[src/rtl/base32_label_encoder_core_defines.svh]
// ---------------------------------------------------------------------------
// Assertion macros for the base32 label encoder.
// Each check is clocked on the given clock and is disabled while the given
// active-low reset is low.
// ---------------------------------------------------------------------------
`ifndef BASE32_LABEL_ENCODER_CORE_DEFINES_SVH
`define BASE32_LABEL_ENCODER_CORE_DEFINES_SVH

`ifndef ASSERT_OFF

// Same-cycle implication.
`define B32LE_ASSERT_IMPL(label, clk, rst_n, ante, cons) \
    label: assert property (@(posedge clk) disable iff (!rst_n) (ante) |-> (cons)) \
        else $error("base32 label encoder check failed");

// Next-cycle implication.
`define B32LE_ASSERT_NEXT(label, clk, rst_n, ante, cons) \
    label: assert property (@(posedge clk) disable iff (!rst_n) (ante) |=> (cons)) \
        else $error("base32 label encoder check failed");

`else

`define B32LE_ASSERT_IMPL(label, clk, rst_n, ante, cons)
`define B32LE_ASSERT_NEXT(label, clk, rst_n, ante, cons)

`endif

`endif

[src/rtl/b32le_pkg.sv]
// ---------------------------------------------------------------------------
// b32le_pkg
// Shared types, constants and the character table of the encoder.
// ---------------------------------------------------------------------------
package b32le_pkg;

    localparam int unsigned SYM_W     = 5;
    localparam int unsigned MAX_SYMS  = 3;
    localparam logic [5:0]  LABEL_LEN_RESET = 6'd48;
    localparam logic [7:0]  CHAR_DOT  = 8'h2E;
    localparam logic [7:0]  CHAR_A    = 8'h41;
    // '2' minus 26, so that index 26 maps to '2'.
    localparam logic [7:0]  CHAR_DIGIT_BASE = 8'h18;
    localparam logic [4:0]  ALPHA_COUNT = 5'd26;

    // One classified input byte: one to three symbols and the end flag.
    typedef struct packed {
        logic [1:0]                       n_sym;
        logic [MAX_SYMS-1:0][SYM_W-1:0]   sym;
        logic                             last;
    } t_entry;

    typedef struct packed {
        logic full;
        logic empty;
    } t_q_status;

    function automatic logic [7:0] f_b32_char(input logic [SYM_W-1:0] idx);
        logic [7:0] wide_idx;
        wide_idx = {3'b000, idx};
        if (idx < ALPHA_COUNT) begin
            return CHAR_A + wide_idx;
        end else begin
            return CHAR_DIGIT_BASE + wide_idx;
        end
    endfunction

endpackage

[src/rtl/b32le_if.sv]
// ---------------------------------------------------------------------------
// b32le_if
// Valid/ready channel interfaces for message bytes and encoded characters.
// ---------------------------------------------------------------------------
interface b32le_in_if;
    logic       valid;
    logic       ready;
    logic [7:0] data_byte;
    logic       end_of_message;

    modport source (output valid, output data_byte, output end_of_message, input ready);
    modport sink   (input valid, input data_byte, input end_of_message, output ready);
endinterface

interface b32le_out_if;
    logic       valid;
    logic       ready;
    logic [7:0] out_char;
    logic       final_char;

    modport source (output valid, output out_char, output final_char, input ready);
    modport sink   (input valid, input out_char, input final_char, output ready);
endinterface

[src/rtl/b32le_front.sv]
// ---------------------------------------------------------------------------
// b32le_front
// Splits each accepted byte, together with held leftover bits, into 5-bit
// symbols and pushes them as one queue entry.
// ---------------------------------------------------------------------------
module b32le_front (
    input  logic                  i_clk,
    input  logic                  i_rst_n,
    b32le_in_if.sink              i_in,
    input  b32le_pkg::t_q_status  i_q_status,
    output logic                  o_push,
    output b32le_pkg::t_entry     o_entry
);
    import b32le_pkg::*;

    logic [3:0]  r_left_bits, n_left_bits;
    logic [2:0]  r_left_cnt,  n_left_cnt;
    logic [11:0] buf_bits;
    logic [11:0] aligned;
    logic [3:0]  total_cnt;
    logic [3:0]  rem_cnt;
    logic [3:0]  rem_mask;
    logic        two_syms;
    logic        flush;

    assign i_in.ready = !i_q_status.full;
    assign o_push     = i_in.valid && !i_q_status.full;

    always_comb begin
        buf_bits  = {r_left_bits, i_in.data_byte};
        total_cnt = {1'b0, r_left_cnt} + 4'd8;
        two_syms  = (total_cnt >= 4'd10);
        rem_cnt   = two_syms ? (total_cnt - 4'd10) : (total_cnt - 4'd5);
        // Left-align the valid bits so symbols sit at fixed positions.
        aligned   = buf_bits << (4'd12 - total_cnt);
        flush     = i_in.end_of_message && (rem_cnt != 4'd0);
        rem_mask  = 4'((5'd1 << rem_cnt) - 5'd1);

        o_entry.sym[0] = aligned[11:7];
        o_entry.sym[1] = aligned[6:2];
        o_entry.sym[2] = {aligned[1:0], 3'b000};
        o_entry.last   = i_in.end_of_message;
        // With one regular symbol, the flush symbol takes the second slot.
        if (two_syms) begin
            o_entry.n_sym = flush ? 2'd3 : 2'd2;
        end else begin
            o_entry.n_sym = flush ? 2'd2 : 2'd1;
        end

        n_left_bits = r_left_bits;
        n_left_cnt  = r_left_cnt;
        if (o_push) begin
            if (i_in.end_of_message) begin
                n_left_bits = '0;
                n_left_cnt  = '0;
            end else begin
                n_left_bits = buf_bits[3:0] & rem_mask;
                n_left_cnt  = rem_cnt[2:0];
            end
        end
    end

    always_ff @(posedge i_clk) begin
        if (!i_rst_n) begin
            r_left_bits <= '0;
            r_left_cnt  <= '0;
        end else begin
            r_left_bits <= n_left_bits;
            r_left_cnt  <= n_left_cnt;
        end
    end

endmodule

[src/rtl/b32le_queue.sv]
// ---------------------------------------------------------------------------
// b32le_queue
// Small FIFO of classified entries between the front and back ends.
// ---------------------------------------------------------------------------
module b32le_queue #(
    parameter int unsigned DEPTH = 2
) (
    input  logic                  i_clk,
    input  logic                  i_rst_n,
    input  logic                  i_push,
    input  b32le_pkg::t_entry     i_entry,
    input  logic                  i_pop,
    output b32le_pkg::t_entry     o_head,
    output b32le_pkg::t_q_status  o_status
);
    import b32le_pkg::*;

    localparam int unsigned PTR_W = (DEPTH > 1) ? $clog2(DEPTH) : 1;
    localparam int unsigned CNT_W = $clog2(DEPTH + 1);
    localparam logic [PTR_W-1:0] LAST_PTR = PTR_W'(DEPTH - 1);
    localparam logic [CNT_W-1:0] FULL_CNT = CNT_W'(DEPTH);

    t_entry           r_mem [DEPTH];
    logic [PTR_W-1:0] r_wr_ptr, n_wr_ptr;
    logic [PTR_W-1:0] r_rd_ptr, n_rd_ptr;
    logic [CNT_W-1:0] r_count,  n_count;
    logic             do_push;
    logic             do_pop;

    assign o_status.full  = (r_count == FULL_CNT);
    assign o_status.empty = (r_count == '0);
    assign o_head         = r_mem[r_rd_ptr];

    always_comb begin
        do_push  = i_push && !o_status.full;
        do_pop   = i_pop && !o_status.empty;
        n_wr_ptr = r_wr_ptr;
        n_rd_ptr = r_rd_ptr;
        n_count  = r_count;
        if (do_push) begin
            n_wr_ptr = (r_wr_ptr == LAST_PTR) ? '0 : r_wr_ptr + 1'b1;
        end
        if (do_pop) begin
            n_rd_ptr = (r_rd_ptr == LAST_PTR) ? '0 : r_rd_ptr + 1'b1;
        end
        if (do_push && !do_pop) begin
            n_count = r_count + 1'b1;
        end else if (do_pop && !do_push) begin
            n_count = r_count - 1'b1;
        end
    end

    always_ff @(posedge i_clk) begin
        if (do_push) begin
            r_mem[r_wr_ptr] <= i_entry;
        end
    end

    always_ff @(posedge i_clk) begin
        if (!i_rst_n) begin
            r_wr_ptr <= '0;
            r_rd_ptr <= '0;
            r_count  <= '0;
        end else begin
            r_wr_ptr <= n_wr_ptr;
            r_rd_ptr <= n_rd_ptr;
            r_count  <= n_count;
        end
    end

endmodule

[src/rtl/b32le_back.sv]
// ---------------------------------------------------------------------------
// b32le_back
// Emits the queued symbols as characters, one per cycle while entries wait and the
// output is ready, inserting a dot before any character that would start a new label.
// ---------------------------------------------------------------------------
module b32le_back (
    input  logic                  i_clk,
    input  logic                  i_rst_n,
    input  logic [5:0]            i_label_length,
    input  b32le_pkg::t_entry     i_head,
    input  b32le_pkg::t_q_status  i_q_status,
    output logic                  o_pop,
    b32le_out_if.source           o_out
);
    import b32le_pkg::*;

    logic       r_valid, n_valid;
    logic [7:0] r_char,  n_char;
    logic       r_final, n_final;
    logic [5:0] r_fill,  n_fill;
    logic [1:0] r_idx,   n_idx;
    logic [5:0] limit;
    logic       can_load;
    logic       last_sym;
    logic       need_dot;

    assign o_out.valid      = r_valid;
    assign o_out.out_char   = r_char;
    assign o_out.final_char = r_final;

    always_comb begin
        limit    = (i_label_length == '0) ? 6'd1 : i_label_length;
        can_load = !r_valid || o_out.ready;
        last_sym = (r_idx == i_head.n_sym - 2'd1);
        need_dot = (r_fill >= limit);

        n_valid = r_valid && !o_out.ready;
        n_char  = r_char;
        n_final = r_final;
        n_fill  = r_fill;
        n_idx   = r_idx;
        o_pop   = 1'b0;

        if (can_load && !i_q_status.empty) begin
            n_valid = 1'b1;
            if (need_dot) begin
                n_char  = CHAR_DOT;
                n_final = 1'b0;
                n_fill  = '0;
            end else begin
                n_char  = f_b32_char(i_head.sym[r_idx]);
                n_final = i_head.last && last_sym;
                n_fill  = (i_head.last && last_sym) ? 6'd0 : r_fill + 6'd1;
                if (last_sym) begin
                    o_pop = 1'b1;
                    n_idx = '0;
                end else begin
                    n_idx = r_idx + 2'd1;
                end
            end
        end
    end

    always_ff @(posedge i_clk) begin
        if (!i_rst_n) begin
            r_valid <= 1'b0;
            r_fill  <= '0;
            r_idx   <= '0;
        end else begin
            r_valid <= n_valid;
            r_fill  <= n_fill;
            r_idx   <= n_idx;
        end
    end

    always_ff @(posedge i_clk) begin
        r_char  <= n_char;
        r_final <= n_final;
    end

endmodule

[src/rtl/base32_label_encoder_core.sv]
// ---------------------------------------------------------------------------
// base32_label_encoder_core: unpadded base32 encoder with dotted labels
// Output: one character per cycle while the receiver is ready; a byte yields 1 to 3
// characters plus dots, all through the single output register.
// Reset (synchronous, active low) clears bit, label and queue state; length = 48.
// ---------------------------------------------------------------------------
`include "base32_label_encoder_core_defines.svh"

module base32_label_encoder_core #(
    parameter int unsigned QUEUE_DEPTH = 2
) (
    input  logic        i_clk,
    input  logic        i_rst_n,
    b32le_in_if.sink    i_in,
    b32le_out_if.source o_out,
    input  logic        i_cfg_we,
    input  logic [5:0]  i_cfg_wdata
);
    import b32le_pkg::*;

    // The label length register. The user is to write it only while the encoder is idle,
    // so a change never lands in the middle of a message's transactions; the block does not enforce this.
    logic [5:0] r_label_length;

    // Front end to queue, and queue to back end.
    logic      push;
    t_entry    push_entry;
    logic      pop;
    t_entry    head;
    t_q_status q_status;

    always_ff @(posedge i_clk) begin
        if (!i_rst_n) begin
            r_label_length <= LABEL_LEN_RESET;
        end else if (i_cfg_we) begin
            r_label_length <= i_cfg_wdata;
        end
    end

    // The front end splits each byte into symbols and handles the end-of-message
    // flush. It never waits on the output side except when the queue is full.
    b32le_front u_front (
        .i_clk      (i_clk),
        .i_rst_n    (i_rst_n),
        .i_in       (i_in),
        .i_q_status (q_status),
        .o_push     (push),
        .o_entry    (push_entry)
    );

    // The queue lets a new byte be taken while earlier characters drain.
    b32le_queue #(
        .DEPTH (QUEUE_DEPTH)
    ) u_queue (
        .i_clk    (i_clk),
        .i_rst_n  (i_rst_n),
        .i_push   (push),
        .i_entry  (push_entry),
        .i_pop    (pop),
        .o_head   (head),
        .o_status (q_status)
    );

    // The back end tracks the label fill, inserts dots and drives the output
    // register, one character transaction per cycle while the receiver is ready.
    b32le_back u_back (
        .i_clk          (i_clk),
        .i_rst_n        (i_rst_n),
        .i_label_length (r_label_length),
        .i_head         (head),
        .i_q_status     (q_status),
        .o_pop          (pop),
        .o_out          (o_out)
    );

    // Input is refused only while the queue is full.
    `B32LE_ASSERT_IMPL(a_ready_when_room, i_clk, i_rst_n, !q_status.full, i_in.ready)

    // The last character of a message is never a separator.
    `B32LE_ASSERT_IMPL(a_final_not_dot, i_clk, i_rst_n, o_out.valid && o_out.final_char, o_out.out_char != CHAR_DOT)

    // Two separators never follow each other.
    `B32LE_ASSERT_NEXT(a_no_double_dot, i_clk, i_rst_n, o_out.valid && o_out.ready && (o_out.out_char == CHAR_DOT), !o_out.valid || (o_out.out_char != CHAR_DOT))

    // Popping an entry always loads its last character, never a separator.
    `B32LE_ASSERT_NEXT(a_dot_has_follower, i_clk, i_rst_n, pop, o_out.valid && (o_out.out_char != CHAR_DOT))

endmodule

[src/flat_wrapper.sv]
// flat-port wrapper written by rule: the top's interface ports become plain ports
module base32_label_encoder_core_flat import b32le_pkg::*;
#(
    parameter int unsigned QUEUE_DEPTH = 2
)
  (i_clk, i_rst_n, i_cfg_we, i_cfg_wdata, i_in_valid, i_in_data_byte, i_in_end_of_message, i_in_ready, o_out_valid, o_out_out_char, o_out_final_char, o_out_ready);
  b32le_in_if i_in_i ();
  b32le_out_if o_out_i ();
  input  logic i_clk;
  input  logic i_rst_n;
  input  logic i_cfg_we;
  input  logic [5:0] i_cfg_wdata;
  input wire logic [$bits(i_in_i.valid)-1:0] i_in_valid;
  input wire logic [$bits(i_in_i.data_byte)-1:0] i_in_data_byte;
  input wire logic [$bits(i_in_i.end_of_message)-1:0] i_in_end_of_message;
  output wire logic [$bits(i_in_i.ready)-1:0] i_in_ready;
  output wire logic [$bits(o_out_i.valid)-1:0] o_out_valid;
  output wire logic [$bits(o_out_i.out_char)-1:0] o_out_out_char;
  output wire logic [$bits(o_out_i.final_char)-1:0] o_out_final_char;
  input wire logic [$bits(o_out_i.ready)-1:0] o_out_ready;
  assign i_in_i.valid = i_in_valid;
  assign i_in_i.data_byte = i_in_data_byte;
  assign i_in_i.end_of_message = i_in_end_of_message;
  assign i_in_ready = i_in_i.ready;
  assign o_out_valid = o_out_i.valid;
  assign o_out_out_char = o_out_i.out_char;
  assign o_out_final_char = o_out_i.final_char;
  assign o_out_i.ready = o_out_ready;
  base32_label_encoder_core #(.QUEUE_DEPTH(QUEUE_DEPTH)) u_core (.i_clk(i_clk), .i_rst_n(i_rst_n), .i_in(i_in_i), .o_out(o_out_i), .i_cfg_we(i_cfg_we), .i_cfg_wdata(i_cfg_wdata));
endmodule
[config.mk]
export PLATFORM = sky130hd
export DESIGN_NAME = base32_label_encoder_core_flat
export DESIGN_NICKNAME = d
export VERILOG_FILES = /design/src/rtl/b32le_pkg.sv /design/src/rtl/b32le_if.sv /design/src/rtl/b32le_front.sv /design/src/rtl/b32le_queue.sv /design/src/rtl/b32le_back.sv /design/src/rtl/base32_label_encoder_core.sv /design/src/flat_wrapper.sv
export VERILOG_INCLUDE_DIRS = /design/src /design/src/rtl
export SDC_FILE = /design/constraint.sdc
export NUM_CORES = 1
export LEC_CHECK = 0
export BUFFER_PORTS_ARGS = -buffer_cell sky130_fd_sc_hd__buf_2
export CAP_MARGIN = 10
export CORE_MARGIN = 1
export CORE_UTILIZATION = 64
export CTS_CLUSTER_DIAMETER = 50
export DETAILED_ROUTE_END_ITERATION = 7
export PLACE_DENSITY_LB_ADDON = 0.25
export SYNTH_ARGS = -nofsm -noshare
export SYNTH_HDL_FRONTEND = slang
export SYNTH_SLANG_ARGS = --single-unit
[constraint.sdc]
create_clock -name i_clk -period 5.8 [get_ports i_clk]
set_input_delay 0.87 -clock i_clk [delete_from_list [all_inputs] [get_ports i_clk]]
set_output_delay 0.87 -clock i_clk [all_outputs]
set_load 0.005 [all_outputs]
==> impl_results.md, run 1 <==
- Outcome: finished, final reports clean
- First-pass GRT wire length: 12.0 mm
- Worst-skew pair later-pin latency: 0.34 ns
- Max-cap viol count: 0
- Grt ovf: 0
- Worst Hold Class: reg2reg
- RSZ-0062 raised after global routing: false
- Top Family by Delay on Critical Path: adder cells
- Final setup viols: 0
- Maximum VDD drop: around 0.00027 V
- Mapped Cells: approximately 350
- Most used cell, CP: ha_1
- Final ANT Viol Nets: 0
- Largest net degree at the start of global routing: 25
- Crit path capture type: flip-flop
- H-tree levels: 3
- # rows: 27
- Int Pwr: approximately 1.2 mW
- Primary FF master, synth: edfxtp_1
- Footprint of the multi-input gates: 1810 um2
- Setup CP Type: reg2reg
- Die X: just under 80 um
- Antenna diodes: 0
- Leak: between 1.5 and 2 nW
- Synth Warn #: 0
- RePlAce Congestion: 0.950
- CTS Buffer Depth: 2
- Power per cell area: 468 nW/um2
- CTS sink count: 65
- Mean routed wirelength per cell: 16.1 um
- Final setup margin: roughly 2.6 ns
- CP required: just over 6 ns
- HPWL Detailed: 4.99 mm
- Distinct cells, synth: 55
- Antenna violations before repair: 0
- Reg2Reg Setup Slack: ~2.6 ns
- CP Buf/Inv Count: 1
- Pwr Total: approximately 1.9 mW
- Vias per inst: 6.17
- Rel. slew slack: between 30% and 40%
- End of the worst register-to-register path: u_core.u_front.r_left_bits[1]$_SDFFE_PN0P_
- DRC Markers: 0
- Area growth, synth to finish: 9.70%
- Seq/Total Area, Yosys: 45.9%
- CTS tree: done
- Cell area after synthesis: around 3700 um2
- TNS Setup: 0 ns
- Seq cells post-synth: 65
- Hold Path Depth: 2
- Detailed Routing Iterations Pass 1: 8
- Number of flops mapped to enable cells by yosys: 38
- Final Skew: 0.00649 ns
- Pin slew with the least headroom to its limit: 0.963 ns
- Starting Density: between 60 and 70%
- Die height: 77.7 um
- Sequential power share: 39.0%
- Nets: 409
- CTS Hold Bufs: 0
- Final Hold Fails: 0
- Via count: 2759
- Largest stage delay on the critical path: 0.84 ns
- Fmax: 0.316 GHz
- Port Buffers: 29
- Syn_nets: approximately 390
- Worst Path Max Fanout: 22
- Ys async rst share: 0%
- Post-Route WL: between 7 and 8 mm
- Critical path's slowest cell: dfxtp_1
- Postcts setup bufs: 0
- Post-synth top area share: between 30 and 40%
- Number of global-route vias before repair: between 2000 and 3000
- Hold Crit Endpoint: u_core.u_front.r_left_bits[3]$_SDFFE_PN0P_
- CTS-repair resized insts: 0
- Sw frac: between 30% and 40%
- Synth area leaders: edfxtp_1 31%, dfxtp_1 15%, ha_1 6.5%, mux2i_1 4.1%, mux4_2 3.7%
- Die area: 6030 um2
- Setup crit start kind: flip-flop
- Clock Tree Root: clkbuf_8
- Final period utilization: a little over half
- Clock-pin slew on the worst setup and hold paths: 0.07 ns
- Worst flop-to-flop path startpoint: u_core.u_front.r_left_cnt[0]$_SDFFE_PN0P_
- Min-Delay Startpoint: u_core.u_front.r_left_bits[3]$_SDFFE_PN0P_
- Ratio of cells with drive above 1 in the final layout: around 17%
- Cell accounting for the most synthesized area: edfxtp_1
- FF/Latch Area: 1680 um2
- Starting DRT DRC Count: approximately 150
- Clock power frac: between 20% and 30%
- Final Slew Violations: 0
- Cts bufs inserted: 9
- All-Layer GR Usage: a little over a quarter
- Sw Pwr: between 600 and 700 uW
- Core area: roughly 5500 um2
- Logic pwr share: about two fifths
- DP Worst Slack: approximately 2.7 ns
- Syn Area/Cell: 10.6 um2
- Min Tclk post-route: 3.16 ns
- Reg2reg path depth: 8
- Worst path cell trace: inv_1 > ha_1 > and4_1 > o221ai_1 > ha_1 > nor4b_1 > a21oi_1 > nor2_1
- Fillers: between 300 and 400
- Top-level I/O count: 31
- Worst EP arrival: between 3 and 4 ns
[per-stage QoR]
stage | cell area (um2) | instances | hold slack, ns | util, %
after floorplan | 3660 | 347 | 0.429 | -
after global placement | 3820 | 431 | 0.443 | 69.4
after detailed placement | 3820 | 431 | 0.466 | 69.4
after CTS | 4020 | 447 | 0.476 | 73.0
after global routing | 4020 | 447 | 0.510 | 73.0
final | 4020 | 447 | 0.479 | 73.0
[kinds of logic (layout without fill, tap and decap cells)]
logic type	count (synthesis)	in the layout	synth area share, %
AOI/OAI and AO/OA	67	67	11.5
xor gates and xnor gates	10	10	2.60
adders and majority gates	19	19	6.49
buffers and inverters	41	69	4.82
DFF	65	65	45.9
muxes	30	30	12.7
other	1	1	0.102
and+or+nand+nor	114	114	15.9
[power groups by stage]
| stage | Combinational [mW] | Clock (mW) | Sequential [mW] |
|---|---|---|---|
| after floorplan | 0.607 | 0 | 0.707 |
| after global placement | 0.712 | 0 | 0.737 |
| after detailed placement | 0.739 | 0 | 0.742 |
| after CTS | 0.755 | 0.391 | 0.735 |
| after global routing | 0.843 | 0.410 | 0.749 |
| final | 0.759 | 0.388 | 0.734 |
[layout make-up]
class,instances,share of cell area [%]
multi-input cells,241,44.9
flip-flops and latches,65,41.8
repair buffers,31,3.99
clock buffers,13,3.95
well taps,72,2.24
inverters,22,2.05
clock inverters,3,0.996
[worst register-to-register path: stages (launching register included)]
cell and delay [ns]:
dfxtp_1 0.84, inv_1 0.32, ha_1 0.74, and4_1 0.28
o221ai_1 0.17, ha_1 0.31, nor4b_1 0.29, a21oi_1 0.07
nor2_1 0.08
[metal layers]
metal	up-vias	track usage [%]	wire length [um]
met5	-	0	0
met3	12	5.76	295
met1	1333	33.4	3310
met2	82	42.7	3490
met4	0	11.9	117
li1	1332	-	-
[synth_stat cells, drive strengths merged, types with 3 or more instances]
master and instances:
ha 19, nor2b 5, nand2 25, nand3 8, nand3b 3, buf 7
nand4 9, xor2 4, mux2i 16, and4 3, edfxtp 38, o21ai 10
dfxtp 27, nor3 7, nor2 32, a211oi 4, clkbuf 12, mux2 3
mux4 11, and2 3, a21oi 24, o211ai 3, nand2b 4, inv 22
o22ai 5, xnor2 6, a31oi 5
[layout by cell type (no fill, tap or decap), drive strengths merged, types with 4 or more instances in the layout]
cell and count:
nor3 7, nor2 32, mux4 11, nand4 9, xnor2 6, buf 31, clkbuf 13, a21oi 24
xor2 4, edfxtp 38, a31oi 5, nand3 8, nand2 25, nand2b 4, inv 22, mux2i 16
o22ai 5, dfxtp 27, nor2b 5, ha 19, o21ai 10, a211oi 4
[how the worst max path moves through the flow]
stage / slack (ns) / start / endpoint / cells after the start
floorplan: 2.89 / u_core.r_label_length[1]$_SDFFE_PN0P_ / u_core.u_queue.r_count[1]$_SDFFE_PN0P_ / 11
global placement: 2.76 / u_core.u_front.r_left_cnt[0]$_SDFFE_PN0P_ / u_core.u_front.r_left_bits[1]$_SDFFE_PN0P_ / 8
detailed placement: 2.66 / u_core.u_front.r_left_cnt[0]$_SDFFE_PN0P_ / u_core.u_front.r_left_bits[1]$_SDFFE_PN0P_ / 8
CTS: 2.65 / u_core.u_front.r_left_cnt[0]$_SDFFE_PN0P_ / u_core.u_front.r_left_bits[1]$_SDFFE_PN0P_ / 8
global route: 2.42 / u_core.u_front.r_left_cnt[0]$_SDFFE_PN0P_ / u_core.u_front.r_left_bits[1]$_SDFFE_PN0P_ / 8
finish: 2.64 / u_core.u_front.r_left_cnt[0]$_SDFFE_PN0P_ / u_core.u_front.r_left_bits[1]$_SDFFE_PN0P_ / 8
[flip-flops by register name, summed over array words and instances (netlist names), named ones only]
| signal | cells |
|---|---|
| u_core.u_queue.r_mem | 30 |
| u_core.u_back.o_out.out_char | 7 |
| u_core.r_label_length | 6 |
| u_core.u_back.r_fill | 6 |
| u_core.u_front.r_left_bits | 4 |
| u_core.u_front.r_left_cnt | 3 |
| u_core.u_back.r_idx | 2 |
| u_core.u_queue.r_count | 2 |
| u_core.u_back.o_out.final_char | 1 |
| u_core.u_back.o_out.valid | 1 |
| u_core.u_queue.r_rd_ptr | 1 |
| u_core.u_queue.r_wr_ptr | 1 |
Power figures use the tool's default switching activity.
==> run 2: changes to the inputs <==
--- a/config.mk
+++ b/config.mk
@@ -9,7 +9,7 @@
 export BUFFER_PORTS_ARGS = -buffer_cell sky130_fd_sc_hd__buf_2
 export CAP_MARGIN = 10
 export CORE_MARGIN = 1
-export CORE_UTILIZATION = 64
+export CORE_UTILIZATION = 60
 export CTS_CLUSTER_DIAMETER = 50
 export DETAILED_ROUTE_END_ITERATION = 7
 export PLACE_DENSITY_LB_ADDON = 0.25
==> constraint.sdc (replaced) <==
create_clock -name i_clk -period 3.2 [get_ports i_clk]
set_input_delay 0.48 -clock i_clk [delete_from_list [all_inputs] [get_ports i_clk]]
set_output_delay 0.48 -clock i_clk [all_outputs]
set_load 0.005 [all_outputs]
==> impl_results.md, run 2 (same netlist as run 1, synthesis figures left out) <==
- Outcome: finished, final reports clean
- Most common cell after layout, fill and taps aside: edfxtp_1
- Layout Cells excl Fill: 453 (+1.3%)
- Worst path cell trace: nor3_1 > a31o_2 > ha_1 > nand2b_1 > a21o_1 > a221o_1 > or3_2 > ha_1 > or3_1 > a21oi_1
- Worst Hold Class: in2reg
- Cts bufs inserted: 9 (unchanged)
- First-pass GRT wire length: 12.0 mm (-0.18%)
- Final setup viols: 0 (unchanged)
- Cells after DPL: 437 (+1.4%)
- Top-level I/O count: 31 (unchanged)
- FF/Latch Area: 1680 um2 (unchanged)
- Number of global-route vias before repair: 2558 (-1.3%)
- CTS-repair resized insts: 0 (unchanged)
- Vias per inst: 6.11 (-1.1%)
- Die area: 6420 um2 (+6.5%)
- RePlAce Congestion: 0.842 (-11%)
- Biggest register: u_core.u_queue.r_mem
- TNS Setup: 0 ns (unchanged)
- Min Tclk post-route: 2.97 ns (-0.191 ns)
- Core area: 5920 um2 (+7.5%)
- Setup CP Type: reg2reg
- Starting DRT DRC Count: 165 (+7.1%)
- Fmax: 0.336 GHz (+6.4%)
- Antenna diodes: 0 (unchanged)
- Via count: 2766 (+0.25%)
- Area growth, synth to finish: 9.73% (about the same)
- CTS Buffer Depth: 2 (unchanged)
- Crit path capture type: flip-flop
- HPWL Detailed: 5.33 mm (+6.7%)
- Clock Tree Root: clkbuf_8
- Max-cap viol count: 0 (unchanged)
- Critical path's slowest cell: or3_2
- Antenna violations before repair: 0 (unchanged)
- Most frequent cells in the layout: 38 x edfxtp_1, 32 x nor2_1, 29 x buf_2, 27 x dfxtp_1, 25 x nand2_1
- Largest stage delay on the critical path: 0.43 ns (-0.41 ns)
- Die height: 80.1 um (+3.2%)
- Worst Path Max Fanout: 3 (-86%)
- Final Slew Violations: 0 (unchanged)
- H-tree levels: 3 (unchanged)
- Port Buffers: 29 (unchanged)
- CP required: 3.46 ns (-2.61 ns)
- Worst-skew pair later-pin latency: 0.33 ns (about the same)
- Fillers: 464 (+22%)
- Worst EP arrival: 3.23 ns (-0.21 ns)
- Final Skew: 0.0111 ns (+0.00459 ns)
- CTS Hold Bufs: 0 (unchanged)
- Mean routed wirelength per cell: 16.2 um (+0.26%)
- Detailed Routing Iterations Pass 1: 4 (-4)
- Leak: 1.56 nW (+0.38%)
- Final Hold Fails: 0 (unchanged)
- Largest register FFs: 30 (unchanged)
- Most used cell, CP: ha_1
- All-Layer GR Usage: 24.9% (-1.3 points)
- Final period utilization: 92.9% (+38 points)
- Power per cell area: 822 nW/um2 (+76%)
- Die X: 80.1 um (+3.2%)
- Nets: 412 (+0.73%)
- Pin slew with the least headroom to its limit: 0.916 ns (-0.0471 ns)
- Grt ovf: 0 (unchanged)
- DRC Markers: 0 (unchanged)
- Ratio of cells with drive above 1 in the final layout: 17.2% (+0.66 points)
- CTS sink count: 65 (unchanged)
- Rel. slew slack: 38.5% (+3.2 points)
- Post-Route WL: 7.33 mm (+1.6%)
- Largest net degree at the start of global routing: 25 (unchanged)
- # rows: 28 (+3.7%)
- Starting Density: 61.9% (-4.7 points)
- CTS tree: done
- Final ANT Viol Nets: 0 (unchanged)
- Footprint of the multi-input gates: 1810 um2 (unchanged)
- RSZ-0062 raised after global routing: false
- Maximum VDD drop: 0.000428 V (+59%)
- Postcts setup bufs: 0 (unchanged)
- Clock-pin slew on the worst setup and hold paths: 0.07 ns (about the same)
- Setup crit start kind: flip-flop
-- run 2: worst paths after layout --
check,from,end,slack [ns],depth (start not counted)
hold / removal,i_cfg_wdata[4],u_core.r_label_length[4]$_SDFFE_PN1P_,0.37,3
setup reg to reg,u_core.r_label_length[2]$_SDFFE_PN0P_,u_core.u_queue.r_count[1]$_SDFFE_PN0P_,0.23,10
setup / recovery,u_core.r_label_length[2]$_SDFFE_PN0P_,u_core.u_queue.r_count[1]$_SDFFE_PN0P_,0.23,10
hold reg to reg,u_core.u_front.r_left_bits[3]$_SDFFE_PN0P_,u_core.u_front.r_left_bits[3]$_SDFFE_PN0P_,0.47,2
-- run 2: power by group --
group          total, mW  leakage, nW  switching (mW)  internal, mW
sequential          1.32        0.581           0.119          1.20
clock              0.613       0.0932           0.293         0.320
combinational       1.37        0.889           0.780         0.595
-- run 2: cell type report --
| cell class | count | share of cell area (%) |
|---|---|---|
| clock inverter | 3 | 0.373 |
| multi-input combinational | 241 | 44.9 |
| timing repair buffer | 34 | 4.54 |
| inverter | 22 | 2.05 |
| clock buffer | 13 | 3.95 |
| sequential | 65 | 41.8 |
| tap | 75 | 2.33 |
-- run 2: critical path, delay by kind of cell, from the launching register on --
family          cells  cell delay (ns)
flops               1             0.37
simple gates        4             1.02
compound gates      4             0.89
fa+ha+maj           2             0.62
-- run 2: stage by stage --
stage               instance area (um2)  setup slack [ns]  utilization (%)  hold slack (ns)  power, mW
finish                             4020             0.228             67.9            0.368       3.30
global route                       4020             0.132             67.9            0.376       3.54
CTS                                4020             0.239             67.9            0.359       3.31
detailed placement                 3850             0.267             65.0            0.467       2.69
global placement                   3850             0.373             65.0            0.439       2.64
floorplan                          3660             0.288                -            0.429       2.38
-- run 2: per-layer routing --
layer  wire length, um  vias up  GRT usage, %
met5                 0        -             0
met1              3280     1324          31.5
li1                  -     1340             -
met4               163        0          10.5
met3               310       16          5.57
met2              3580       86          40.9
==> run 3: changes to the inputs <==
--- a/config.mk
+++ b/config.mk
@@ -8,11 +8,11 @@
 export LEC_CHECK = 0
 export BUFFER_PORTS_ARGS = -buffer_cell sky130_fd_sc_hd__buf_2
 export CAP_MARGIN = 10
-export CORE_MARGIN = 1
 export CORE_UTILIZATION = 60
 export CTS_CLUSTER_DIAMETER = 50
 export DETAILED_ROUTE_END_ITERATION = 7
 export PLACE_DENSITY_LB_ADDON = 0.25
+export REMOVE_ABC_BUFFERS = 1
 export SYNTH_ARGS = -nofsm -noshare
 export SYNTH_HDL_FRONTEND = slang
 export SYNTH_SLANG_ARGS = --single-unit
==> impl_results.md, run 3 (same netlist as run 1, synthesis figures left out) <==
- Biggest register: u_core.u_queue.r_mem
- Worst-skew pair later-pin latency: 0.34 ns (about the same)
- Sequential power share: 37.1% (-2.7 points)
- CP Launch Point: u_core.r_label_length[3]$_SDFFE_PN0P_
- DRC Markers: 0 (unchanged)
- Ratio of cells with drive above 1 in the final layout: 17.7% (+0.48 points)
- CTS sink count: 65 (unchanged)
- Top-level I/O count: 31 (unchanged)
- Int Pwr: 2.32 mW (+9.7%)
- Most frequent cells in the layout: 38 x edfxtp_1, 32 x nor2_1, 29 x buf_2, 27 x dfxtp_1, 25 x nand2_1
- Worst path cell trace: nor3_1 > a31o_2 > ha_1 > nand2b_1 > a21o_1 > a221o_1 > or3_2 > ha_1 > or3_1 > a21oi_1
- Critical path's slowest cell: or3_2
- Worst flop-to-flop path startpoint: u_core.r_label_length[3]$_SDFFE_PN0P_
- Power per cell area: 861 nW/um2 (+4.8%)
- Fin area: 4100 um2 (+1.9%)
- DP Worst Slack: 0.290 ns (+0.0234 ns)
- Layout Cells excl Fill: 454 (+0.22%)
- Starting Density: 61.9% (unchanged)
- Rel. slew slack: 48.4% (+9.9 points)
- Final period utilization: 92.8% (about the same)
- Clock-pin slew on the worst setup and hold paths: 0.07 ns (about the same)
- Core area: 5920 um2 (unchanged)
- Largest register FFs: 30 (unchanged)
- Pin slew with the least headroom to its limit: 0.774 ns (-0.142 ns)
- Worst Path Max Fanout: 3 (unchanged)
- Worst EP arrival: 3.24 ns (about the same)
- Clock power frac: 23.9% (+5.3 points)
- CP endpoint: u_core.u_queue.r_count[1]$_SDFFE_PN0P_
- Min Tclk post-route: 2.97 ns (-0.00229 ns)
- Number of global-route vias before repair: 2570 (+0.47%)
- Via count: 2751 (-0.54%)
- All-Layer GR Usage: 24.0% (-0.87 points)
- CTS-repair resized insts: 0 (unchanged)
- HPWL Detailed: 5.01 mm (-6.0%)
- First-pass GRT wire length: 11.7 mm (-2.3%)
- Die area: 6420 um2 (unchanged)
- Leak: 1.59 nW (+1.9%)
- Detailed Routing Iterations Pass 1: 4 (unchanged)
- Most used cell, CP: ha_1
- Starting DRT DRC Count: 132 (-20%)
- RSZ-0062 raised after global routing: false
- Grt ovf: 0 (unchanged)
- Final setup viols: 0 (unchanged)
- Final Slew Violations: 0 (unchanged)
- CP required: 3.47 ns (about the same)
- Setup CP Type: reg2reg
- CTS Hold Bufs: 0 (unchanged)
- Hold Path Depth: 3 (unchanged)
- CTS Buffer Depth: 2 (unchanged)
- Cells after DPL: 438 (+0.23%)
- Worst Hold Class: in2reg
- CTS tree: done
- Setup crit start kind: flip-flop
- Reg2reg path depth: 10 (unchanged)
- Final ANT Viol Nets: 0 (unchanged)
- Antenna violations before repair: 0 (unchanged)
- End of the worst register-to-register path: u_core.u_queue.r_count[1]$_SDFFE_PN0P_
- Final setup margin: 0.230 ns (+0.00229 ns)
- Largest net degree at the start of global routing: 25 (unchanged)
- Pwr Total: 3.53 mW (+6.8%)
- Max-cap viol count: 0 (unchanged)
- H-tree levels: 3 (unchanged)
- Final Skew: 0.00624 ns (-0.00484 ns)
- Sw frac: 34.3% (-1.7 points)
- Fin util: 69.2% (+1.3 points)
- Postcts setup bufs: 0 (unchanged)
- Logic pwr share: 39.0% (-2.6 points)
- Clock Tree Root: clkbuf_8
- RePlAce Congestion: 0.846 (+0.50%)
- Vias per inst: 6.06 (-0.76%)
- Post-Route WL: 7.02 mm (-4.2%)
- Hold slack: 0.367 ns (-0.000643 ns)
- Die X: 80.1 um (unchanged)
- Maximum VDD drop: 0.000462 V (+8.0%)
- Crit path capture type: flip-flop
- Outcome: finished, final reports clean
- Post-DP Area: 3850 um2 (+0.20%)
- Die height: 80.1 um (unchanged)
- Fmax: 0.337 GHz (about the same)
- Largest stage delay on the critical path: 0.42 ns (about the same)
- Port Buffers: 29 (unchanged)
- Antenna diodes: 0 (unchanged)
- # rows: 28 (unchanged)
- Mean routed wirelength per cell: 15.5 um (-4.4%)
- Area growth, synth to finish: 11.8%
- TNS Setup: 0 ns (unchanged)
- Nets: 413 (+0.24%)
- Sw Pwr: 1.21 mW (+1.6%)
- Final Hold Fails: 0 (unchanged)
- Reg2Reg Setup Slack: 0.23 ns (about the same)
- Most common cell after layout, fill and taps aside: edfxtp_1
- Cts bufs inserted: 9 (unchanged)
## run 3: cell count changes in the layout (fill, tap and decap cells not counted), sizes merged
cell      previous run  this run
buf                 34        35
bufinv               0         3
clkbuf              13         9
clkinvlp             0         1
## run 3: worst max-delay path: cells and delay by family, from the launching register on
family / cells / cell delay, ns
compound gates: 4 / 0.90
fa+ha+maj: 2 / 0.61
flops: 1 / 0.37
simple gates: 4 / 1.00
## run 3: worst min-delay path by stage
stage,startpoint,endpoint,slack (ns)
floorplan,u_core.u_front.r_left_bits[3]$_SDFFE_PN0P_,u_core.u_front.r_left_bits[3]$_SDFFE_PN0P_,0.43
global placement,u_core.u_front.r_left_bits[3]$_SDFFE_PN0P_,u_core.u_front.r_left_bits[3]$_SDFFE_PN0P_,0.44
detailed placement,u_core.u_front.r_left_bits[3]$_SDFFE_PN0P_,u_core.u_front.r_left_bits[3]$_SDFFE_PN0P_,0.45
CTS,i_cfg_wdata[4],u_core.r_label_length[4]$_SDFFE_PN1P_,0.36
global route,i_cfg_wdata[5],u_core.r_label_length[5]$_SDFFE_PN1P_,0.37
finish,i_cfg_wdata[4],u_core.r_label_length[4]$_SDFFE_PN1P_,0.37
## run 3: layout make-up
type	instances	area, um2
clock buffer	9	124
clock inverter	7	119
fill	443	1820
inverter	22	82.6
multi-input combinational	241	1810
sequential	65	1680
tap	75	93.8
timing repair buffer	35	190
## run 3: metal layers
layer | vias to the layer above | share of wire, % | track usage [%]
met2 | 53 | 50 | 40.7
li1 | 1347 | - | -
met1 | 1340 | 46 | 29.9
met3 | 11 | 2.6 | 4.43
met4 | 0 | 1.4 | 10.4
met5 | - | 0 | 0
## run 3: power groups by stage
stage          logic (mW)  clock network [mW]  registers (mW)
6_report             1.38               0.843            1.31
4_1_cts              1.37               0.855            1.31
2_1_floorplan        1.02                   0            1.32
3_3_place_gp         1.31                   0            1.32
5_1_grt              1.55               0.892            1.33
3_5_place_dp         1.36                   0            1.33
